`config.mk`:
```
export PLATFORM = sky130hd
export DESIGN_NAME = sfp_ctrl
export DESIGN_NICKNAME = d
export VERILOG_FILES = /design/src/sv/sfp_pkg.sv /design/src/sv/sfp_ctrl.sv
export SDC_FILE = /design/constraint.sdc
export NUM_CORES = 1
export LEC_CHECK = 0
export ABC_CLOCK_PERIOD_IN_PS = 1400
export BUFFER_PORTS_ARGS = -buffer_cell sky130_fd_sc_hd__buf_2
export CAP_MARGIN = 15
export CORE_AREA = 2 2 39 41
export CTS_CLUSTER_SIZE = 12
export DETAILED_ROUTE_END_ITERATION = 7
export DIE_AREA = 0 0 41 43
export GPL_TIMING_DRIVEN = 0
export PLACE_DENSITY = 0.3
export SLEW_MARGIN = 10
export SYNTH_ARGS = -nofsm -noshare
export SYNTH_HDL_FRONTEND = slang
export SYNTH_SLANG_ARGS = --single-unit
```
`constraint.sdc`:
```
create_clock -name clk -period 1.4 [get_ports clk]
set_input_delay 0.21 -clock clk [delete_from_list [all_inputs] [get_ports clk]]
set_output_delay 0.21 -clock clk [all_outputs]
set_load 0.1 [all_outputs]
```
`src/sv/sfp_pkg.sv`:
```
// Package for the sample FIFO with peek: payload structs, operation codes,
// register indexes and the controller/datapath command and status types.
// No dependencies.
`default_nettype none

package sfp_pkg;

  localparam int CNT_W    = 11;
  localparam int SAMPLE_W = 32;
  localparam int OP_W     = 3;

  localparam logic [OP_W-1:0] OP_PUSH   = 3'd0;
  localparam logic [OP_W-1:0] OP_POP    = 3'd1;
  localparam logic [OP_W-1:0] OP_DROP   = 3'd2;
  localparam logic [OP_W-1:0] OP_PEEK_H = 3'd3;
  localparam logic [OP_W-1:0] OP_PEEK_T = 3'd4;
  localparam logic [OP_W-1:0] OP_FILL   = 3'd5;
  localparam logic [OP_W-1:0] OP_REGAP  = 3'd6;

  localparam logic REG_CAPACITY = 1'b0;

  typedef struct packed {
    logic [OP_W-1:0]     operation;
    logic [SAMPLE_W-1:0] sample;
    logic [CNT_W-1:0]    amount;
    logic [CNT_W-1:0]    offset;
  } sfp_in_t;

  typedef struct packed {
    logic [SAMPLE_W-1:0] read_sample;
    logic [CNT_W-1:0]    done_count;
    logic                ok;
    logic [CNT_W-1:0]    occupancy;
  } sfp_out_t;

  typedef struct packed {
    logic accept;
    logic walk_step;
  } sfp_cmd_t;

  typedef struct packed {
    logic needs_walk;
    logic walk_last;
  } sfp_stat_t;

endpackage

`default_nettype wire

```
`src/sv/sfp_ctrl.sv`:
```
// Controller for the sample FIFO with peek: accepts items, steps the
// datapath through fill/regap walks and owns the result valid flag.
// Depends on sfp_pkg.
`default_nettype none

module sfp_ctrl (
  input  logic              clk,
  input  logic              rst_n,
  input  logic              in_valid,
  output logic              in_ready,
  output logic              out_valid,
  input  logic              out_ready,
  input  sfp_pkg::sfp_stat_t stat,
  output sfp_pkg::sfp_cmd_t  cmd
);
  import sfp_pkg::*;

  typedef enum logic {
    ST_IDLE,
    ST_WALK
  } state_t;

  state_t state_r, state_nxt;
  logic   out_valid_r, out_valid_nxt;
  logic   out_free;

  assign out_free  = !out_valid_r || out_ready;
  assign in_ready  = (state_r == ST_IDLE) && out_free;
  assign out_valid = out_valid_r;

  always_comb begin
    state_nxt     = state_r;
    out_valid_nxt = out_valid_r && !out_ready;
    cmd.accept    = 1'b0;
    cmd.walk_step = 1'b0;
    unique case (state_r)
      ST_IDLE: begin
        if (in_valid && in_ready) begin
          cmd.accept = 1'b1;
          if (stat.needs_walk) begin
            state_nxt = ST_WALK;
          end else begin
            out_valid_nxt = 1'b1;
          end
        end
      end
      ST_WALK: begin
        cmd.walk_step = 1'b1;
        if (stat.walk_last) begin
          state_nxt     = ST_IDLE;
          out_valid_nxt = 1'b1;
        end
      end
      default: state_nxt = ST_IDLE;
    endcase
  end

  always_ff @(posedge clk) begin
    if (!rst_n) begin
      state_r     <= ST_IDLE;
      out_valid_r <= 1'b0;
    end else begin
      state_r     <= state_nxt;
      out_valid_r <= out_valid_nxt;
    end
  end

endmodule

`default_nettype wire

```
==> metrics.md, run 1 <==
| Metric | Value |
|---|---|
| Actual slew at the worst max-slew pin | `0.486 ns` |
| Clock transition at path regs | `0.04 ns` |
| Antenna-violating nets left | `0` |
| Post-layout min period | `1.31 ns` |
| Maximum achievable frequency | `0.761 GHz` |
| DRT iter0 DRCs | `0` |
| Syn_area_per_cell | `9.34 um2` |
| Later-pin clock latency in the skew report | `0.23 ns` |
| TritonCTS buffer count | `3` |
| Drt total wl | `351 um` |
| CTS root buf | `clkbuf_4` |
| Hold crit path type | `in -> reg` |
| Die area | `0.00176 mm2` |
| Hold-fix buffers, CTS | `0` |
| IO buf count | `9` |
| Critical R2R Capture | `out_valid$_SDFF_PN0_` |
| Final setup viols | `0` |
| Vias | `134` |
| Area Growth Syn to Fin | `106%` |
| WP data required | `1.19 ns` |
| Gr usage total | `0.0521` |
| Clk buf depth | `2` |
| Max Slew Vio Count | `0` |
| Synth area leaders | `dfxtp_1, nand2b_4, o31ai_2, o31a_1, buf_4` |
| Fraction of layout cells with a size suffix above 1 | `0.731` |
| Largest area contributor in the netlist | `dfxtp_1` |
| Critical path arrival | `1.10 ns` |
| Post-CTS Setup Bufs | `0` |
| N_diodes | `0` |
| Clk sink count | `2` |
| Setup slack of the most critical reg-to-reg path | `0.48 ns` |
| Post-synth cell types | `11` |
| Leakage power | `0.108 nW` |
| Hold Vio Cnt, Final | `0` |
| Initial antenna violation count | `0` |
| Max Cap Viol | `0` |
| Top FF cell, synth | `dfxtp_1` |
| Fillers | `157` |
| DRC errors left | `0` |
| Critical-path maximum fanout | `6` |
| CP startpoint kind | `register` |
| Largest net degree at the start of global routing | `7` |
| RSZ-0062 raised after global routing | `false` |
| Die W | `41 um` |
| Nets | `33` |
| Commonest cells post-synth | `dfxtp_1, nor2_1` |
| Seq/Total Area, Yosys | `0.330` |
| Ys Warns | `0` |
| Num rows | `14` |
| Drt pass-1 iters | `1` |
| Post-synth top area share | `0.330` |
| Syn Inst Count | `13` |
| Routability cong. | `0.638` |
| Tot Pwr | `332 uW` |
| CTS tree | `yes` |
| Vias in the first global route | `150` |
| RR Startpoint | `state_r$_SDFF_PN0_` |
| Worst hold stages | `2` |
| Hold Path End | `out_valid$_SDFF_PN0_` |
| First-pass GRT wire length | `538 um` |
| Relative slew margins | `0.678` |
| Synth Cell Area | `121 um2` |
| Critical path endpoint category | `output pin` |
| Status | `finished, final reports clean` |
| Synth Register Bits | `2` |
| Initial Util | `0.0877` |
| Hpwl dp | `263 um` |
| Worst vdd ir | `0.000298 V` |
| CP startpoint | `state_r$_SDFF_PN0_` |
| EDFF count, synth | `0` |
| Ports | `10` |
| Std-Cell Core Area | `0.00138 mm2` |
| FF-to-FF path depth | `2` |
| Hold_sp | `rst_n` |
| # H-tree levels | `1` |
| Sum of negative setup slack | `0 ns` |
| Syn_nets | `19` |
| Period utilization | `0.939` |
| Final Skew | `0.00894 ns` |
| Chip Height | `43 um` |
| Power Density | `1330 mW/mm2` |
| Remaining Overflow, GRT | `0` |
| Critical Setup Path Class | `reg -> out` |
| Ys async rst share | `0` |
| DR WL/cell | `8.36 um` |
| Number of vias per cell | `3.19` |
==> power by group <==
part,internal (mW),switching (mW)
combinational,0.0337,0.0864
sequential,0.0610,0.00445
clock,0.106,0.0401
==> logic make-up after synthesis <==
family,share of synthesized area
DFF,0.330
buffers and inverters,0.0619
AOI/OAI and AO/OA,0.175
and+or+nand+nor,0.433
==> worst max-delay path by stage <==
| stage | cells past startpoint | slack, ns | end |
|---|---|---|---|
| 2_1_floorplan | 2 | 0.05 | cmd[1] |
| 6_report | 3 | 0.09 | cmd[1] |
| 3_3_place_gp | 3 | 0.13 | cmd[1] |
| 4_1_cts | 3 | 0.02 | cmd[1] |
| 3_5_place_dp | 3 | 0.13 | cmd[1] |
| 5_1_grt | 3 | 0.04 | cmd[1] |
==> layout make-up <==
| type | count | area [um2] | share of cell area |
|---|---|---|---|
| sequential | 2 | 43.8 | 0.175 |
| tap | 16 | 20.0 | 0.0800 |
| multi-input combinational | 10 | 96.3 | 0.385 |
| buffer | 1 | 7.51 | 0.0300 |
| clock buffer | 4 | 26.3 | 0.105 |
| timing repair buffer | 9 | 56.3 | 0.225 |
==> metal layers <==
layer  wire length (um)  GRT usage  part of all wire  vias to the layer above
met1                132     0.0478              0.38                       59
met3                 55     0.0209              0.16                        0
met2                164     0.0656              0.47                        6
met5                  0          0                 0                        -
li1                   -          -                 -                       69
met4                  0     0.0800                 0                        0
==> placed cells by master, fill, tap and decap left out <==
cell and n:
buf_2 6, nand3b_1 1, nand2b_4 1, buf_4 3, clkbuf_1 1, dfxtp_1 1, nor2b_4 1, nor2_4 2
nor3b_1 1, dfxtp_4 1, clkbuf_4 3, nand2_1 1, buf_6 1, o31ai_2 1, o31a_1 1, and2_1 1
==> worst max-delay path: stages (launching register included) <==
cell	delay, ns
dfxtp_1	0.37
nand2b_4	0.18
nor2_4	0.10
buf_6	0.22
==> stage by stage <==
step | setup slack (ns) | hold WS [ns] | instances | area (um2) | utilization
after floorplan | 0.0458 | 0.328 | 13 | 143 | -
after global placement | 0.131 | 0.467 | 38 | 208 | 0.150
after detailed placement | 0.134 | 0.471 | 38 | 208 | 0.150
after CTS | 0.0162 | 0.220 | 42 | 241 | 0.175
after global routing | 0.0374 | 0.230 | 42 | 250 | 0.181
final | 0.0853 | 0.227 | 42 | 250 | 0.181
==> registers in the layout, summed over array words and instances (netlist names) <==
| name | flops |
|---|---|
| state_r | 1 |
| out_valid | 1 |
==> repair_timing <==
| action | 4_1_cts | 5_1_grt |
|---|---|---|
| gates cloned | 0 | 0 |
| setup endpoints to repair | 3 | 2 |
| gates resized for setup | 3 | 2 |
No activity file was read; power rests on OpenSTA's default activity.
==> inputs of run 2 (changes only) <==
--- a/config.mk
+++ b/config.mk
@@ -8,12 +8,12 @@
 export ABC_CLOCK_PERIOD_IN_PS = 1400
 export BUFFER_PORTS_ARGS = -buffer_cell sky130_fd_sc_hd__buf_2
 export CAP_MARGIN = 15
-export CORE_AREA = 2 2 39 41
+export CORE_AREA = 5 5 42 44
 export CTS_CLUSTER_SIZE = 12
 export DETAILED_ROUTE_END_ITERATION = 7
-export DIE_AREA = 0 0 41 43
-export GPL_TIMING_DRIVEN = 0
+export DIE_AREA = 0 0 47 49
 export PLACE_DENSITY = 0.3
+export SKIP_CTS_REPAIR_TIMING = 1
 export SLEW_MARGIN = 10
 export SYNTH_ARGS = -nofsm -noshare
 export SYNTH_HDL_FRONTEND = slang
==> run 2 against run 1 <==
  * Via count up 5.2%
  * Non-clock buffer count down 1
  * Highest routed layer unchanged
  * Critical path depth unchanged
  * Sequential share of layout area down 0.99 points
  * Fmax down 0.82%
  * Sequential cell count unchanged
  * Clock-buffer cell count unchanged
  * Clock power about the same
  * First-iteration DRC count up 1
  * Die area up 31%
  * Largest cell class unchanged
  * Wire length up 15%
  * Combinational power up 13%
==> metrics.md, run 2 (synthesis results as in run 1) <==
| Metric | Value |
|---|---|
| WP data required | `1.19 ns` |
| Fin util | `0.195` |
| DRT iter0 DRCs | `1` |
| Power Density | `1270 mW/mm2` |
| Setup slack of the most critical reg-to-reg path | `0.45 ns` |
| Post-layout min period | `1.33 ns` |
| Nets | `32` |
| Worst hold stages | `2` |
| First-pass GRT wire length | `703 um` |
| Initial antenna violation count | `0` |
| Critical R2R Capture | `out_valid$_SDFF_PN0_` |
| CTS root buf | `clkbuf_4` |
| Int Pwr | `214 uW` |
| Initial Util | `0.0866` |
| Routability cong. | `0.647` |
| RSZ-0062 raised after global routing | `false` |
| DRC errors left | `0` |
| Critical path's largest stage delay | `0.32 ns` |
| Ports | `10` |
| Vias | `141` |
| Clock share of power | `0.415` |
| IO buf count | `9` |
| Max Slew Vio Count | `0` |
| Final Skew | `0.00980 ns` |
| Later-pin clock latency in the skew report | `0.23 ns` |
| Drt pass-1 iters | `2` |
| Area Growth Syn to Fin | `125%` |
| Remaining Overflow, GRT | `0` |
| Clk sink count | `2` |
| Switch share | `0.381` |
| Fillers | `165` |
| Final setup viols | `0` |
| Worst vdd ir | `0.000310 V` |
| Std-Cell Core Area | `0.00140 mm2` |
| Critical-path maximum fanout | `4` |
| Num rows | `14` |
| Critical Setup Path Class | `reg -> out` |
| CTS tree | `yes` |
| Hold Vio Cnt, Final | `0` |
| Hold Path End | `out_valid$_SDFF_PN0_` |
| Critical path endpoint category | `output pin` |
| Layout Cells excl Fill | `41` |
| Fraction of layout cells with a size suffix above 1 | `0.760` |
| Combinational power share | `0.393` |
| CP max-delay cell | `dfxtp_4` |
| DR WL/cell | `9.80 um` |
| Antenna-violating nets left | `0` |
| Register area | `45.0 um2` |
| Most common cell after layout, fill and taps aside | `buf_2` |
| Leakage power | `0.114 nW` |
| Clk buf depth | `2` |
| Sum of negative setup slack | `0 ns` |
| Period utilization | `0.947` |
| Chip Height | `49 um` |
| Area of the multi-input gates | `91.3 um2` |
| Largest net degree at the start of global routing | `7` |
| Most frequent cells in the layout | `buf_2, clkbuf_4, buf_12` |
| Actual slew at the worst max-slew pin | `0.487 ns` |
| Gr usage total | `0.0492` |
| RR Startpoint | `out_valid$_SDFF_PN0_` |
| Net Sw Power | `132 uW` |
| Hold crit path type | `in -> reg` |
| Hold_sp | `rst_n` |
| CP startpoint kind | `register` |
| Critical path arrival | `1.12 ns` |
| Placed cells | `37` |
| Worst slack, placed | `0.257 ns` |
| Status | `finished, final reports clean` |
| Hpwl dp | `336 um` |
| TritonCTS buffer count | `3` |
| # H-tree levels | `1` |
| Number of vias per cell | `3.44` |
| Sequential power share | `0.193` |
| Vias in the first global route | `179` |
| Drt total wl | `402 um` |
| FF-to-FF path depth | `2` |
| Maximum achievable frequency | `0.754 GHz` |
| Clock transition at path regs | `0.04 ns` |
| Tot Pwr | `346 uW` |
| Final WS setup | `0.0744 ns` |
| Die area | `0.00230 mm2` |
| Relative slew margins | `0.678` |
| N_diodes | `0` |
| Max Cap Viol | `0` |
| Cells along the critical path | `nor2b_2 -> nor2_4 -> buf_12` |
| Die W | `47 um` |
==> run 2: layout make-up <==
class	instances	area share
timing repair buffer	9	0.330
multi-input combinational	10	0.335
sequential	2	0.165
tap	16	0.0734
clock buffer	4	0.0963
==> run 2: worst max path at each step <==
stage / to / slack, ns / startpoint / cells past startpoint
after detailed placement: cmd[1] / 0.26 / state_r$_SDFF_PN0_ / 3
after floorplan: cmd[1] / 0.05 / out_valid$_SDFF_PN0_ / 2
final: in_ready / 0.07 / out_valid$_SDFF_PN0_ / 3
after CTS: cmd[1] / 0.01 / state_r$_SDFF_PN0_ / 3
after global routing: in_ready / 0.005 / out_valid$_SDFF_PN0_ / 3
after global placement: cmd[1] / 0.27 / state_r$_SDFF_PN0_ / 3
==> run 2: metrics by stage <==
step	instance area (um2)	hold WS (ns)
after floorplan	143	0.328
after global placement	245	0.468
after detailed placement	245	0.472
after CTS	272	0.223
after global routing	273	0.238
final	273	0.235
==> run 2: worst max-delay path: cells and delay by family, from the launching register on <==
kind	cells	cell delay, ns
flops	1	0.32
buf+inv	1	0.17
simple gates	2	0.38
==> run 2: routing by layer <==
metal,up-vias,share of wire,GRT usage
li1,68,-,-
met1,63,0.45,0.0525
met2,10,0.37,0.0452
met3,0,0.18,0.0480
met4,0,0,0.0599
met5,-,0,0
==> run 2: power by group through the flow <==
stage / Clock (mW) / Combinational, mW / Sequential [mW]
5_1_grt: 0.164 / 0.140 / 0.0680
6_report: 0.144 / 0.136 / 0.0667
3_3_place_gp: 0 / 0.136 / 0.0669
4_1_cts: 0.156 / 0.137 / 0.0664
3_5_place_dp: 0 / 0.137 / 0.0672
2_1_floorplan: 0 / 0.0774 / 0.0811
==> inputs of run 3 (changes only) <==
--- a/config.mk
+++ b/config.mk
@@ -12,6 +12,7 @@
 export CTS_CLUSTER_SIZE = 12
 export DETAILED_ROUTE_END_ITERATION = 7
 export DIE_AREA = 0 0 47 49
+export MAX_ROUTING_LAYER = met4
 export PLACE_DENSITY = 0.3
 export SKIP_CTS_REPAIR_TIMING = 1
 export SLEW_MARGIN = 10
==> run 3 against run 2 <==
  * Clock skew unchanged
  * Design area unchanged
  * Power about the same
  * Critical path depth unchanged
  * Sequential share of layout area unchanged
  * Via count unchanged
  * Register-to-register slack about the same
  * Non-clock buffer count unchanged
  * Largest cell class unchanged
==> metrics.md, run 3 (synthesis results as in run 1) <==
| Metric | Value |
|---|---|
| Vias | `141` |
| Actual slew at the worst max-slew pin | `0.487 ns` |
| Cells along the critical path | `nor2b_2 -> nor2_4 -> buf_12` |
| CP max-delay cell | `dfxtp_4` |
| Nets | `32` |
| Most common cell after layout, fill and taps aside | `buf_2` |
| # H-tree levels | `1` |
| Fillers | `165` |
| Metal2 WL | `148 um` |
| IO buf count | `9` |
| Vias in the first global route | `178` |
| Hpwl dp | `336 um` |
| Hold_sp | `rst_n` |
| Drt total wl | `402 um` |
| DRT iter0 DRCs | `2` |
| Most frequent cells in the layout | `buf_2, clkbuf_4, buf_12` |
| Critical path endpoint category | `output pin` |
| Critical path's largest stage delay | `0.32 ns` |
| Clk sink count | `2` |
| Later-pin clock latency in the skew report | `0.23 ns` |
| Die area | `0.00230 mm2` |
| Chip Height | `49 um` |
| Num rows | `14` |
| Number of vias per cell | `3.44` |
| Ports | `10` |
| RR Startpoint | `out_valid$_SDFF_PN0_` |
| Relative slew margins | `0.678` |
| Metal3 WL | `64 um` |
| First-pass GRT wire length | `710 um` |
| DR top layer | `met3` |
| Clock transition at path regs | `0.04 ns` |
| Largest net degree at the start of global routing | `7` |
| Antenna-violating nets left | `0` |
| Power Density | `1270 mW/mm2` |
| WP buf/inv | `1` |
| CTS tree | `yes` |
| Critical Setup Path Class | `reg -> out` |
| Leakage power | `0.114 nW` |
| Placed cells | `37` |
| Clk buf depth | `2` |
| Std-Cell Core Area | `0.00140 mm2` |
| DRT met1 WL | `189 um` |
| Initial Util | `0.0866` |
| Max Cap Viol | `0` |
| CP delay by family, top | `simple AND/OR/NAND/NOR gates` |
| Maximum achievable frequency | `0.754 GHz` |
| Period utilization | `0.947` |
| DR WL/cell | `9.80 um` |
| Critical path arrival | `1.12 ns` |
| Drt pass-1 iters | `2` |
| Hold crit path type | `in -> reg` |
| Critical-path maximum fanout | `4` |
| Post-layout min period | `1.33 ns` |
| CTS root buf | `clkbuf_4` |
| Status | `finished, final reports clean` |
| Worst vdd ir | `0.000310 V` |
| Remaining Overflow, GRT | `0` |
| Gr usage total | `0.0505` |
| DRC errors left | `0` |
| Die W | `47 um` |
| CP startpoint kind | `register` |
| Hold Vio Cnt, Final | `0` |
| Fraction of layout cells with a size suffix above 1 | `0.760` |
| Layout Cells excl Fill | `41` |
| TritonCTS buffer count | `3` |
| CP startpoint | `out_valid$_SDFF_PN0_` |
| Routability cong. | `0.653` |
| Sum of negative setup slack | `0 ns` |
| RSZ-0062 raised after global routing | `false` |
| Final setup viols | `0` |
| Initial antenna violation count | `0` |
| Area Growth Syn to Fin | `125%` |
| Max Slew Vio Count | `0` |
| WP data required | `1.19 ns` |
| N_diodes | `0` |
| Final Skew | `0.00980 ns` |
run 3: cell counts in the layout (fill, tap and decap cells not counted):
Identical to the previous run, type by type.
run 3: final cells by class:
class	instances	area [um2]	area share
Tap cell	16	20.0	0.0734
Clock buffer	4	26.3	0.0963
Sequential cell	2	45.0	0.165
Timing Repair Buffer	9	90.1	0.330
Multi-Input combinational cell	10	91.3	0.335
run 3: final timing paths:
| kind | endpoint | slack [ns] | cells after the start |
|---|---|---|---|
| max | in_ready | 0.07 | 3 |
| min | out_valid$_SDFF_PN0_ | 0.23 | 2 |
| max reg2reg | out_valid$_SDFF_PN0_ | 0.45 | 2 |
| min reg2reg | state_r$_SDFF_PN0_ | 0.58 | 2 |
run 3: power by group:
part           switching, mW  internal, mW
logic                 0.0891        0.0467
registers            0.00532        0.0614
clock network         0.0374         0.106
run 3: per-layer routing:
metal  global-route usage  up-vias
met5                    -        -
met3               0.0443        0
met1               0.0547       63
met4               0.0599        0
li1                     -       68
met2               0.0452       10
run 3: stage by stage:
| step | setup WS [ns] | util | hold slack, ns | instance area (um2) | power [mW] |
|---|---|---|---|---|---|
| after global placement | 0.273 | 0.175 | 0.468 | 245 | 0.203 |
| after floorplan | 0.0458 | - | 0.328 | 143 | 0.159 |
| after detailed placement | 0.257 | 0.175 | 0.472 | 245 | 0.204 |
| after CTS | 0.0126 | 0.194 | 0.223 | 272 | 0.359 |
| after global routing | 0.00470 | 0.195 | 0.238 | 273 | 0.372 |
| final | 0.0744 | 0.195 | 0.235 | 273 | 0.346 |
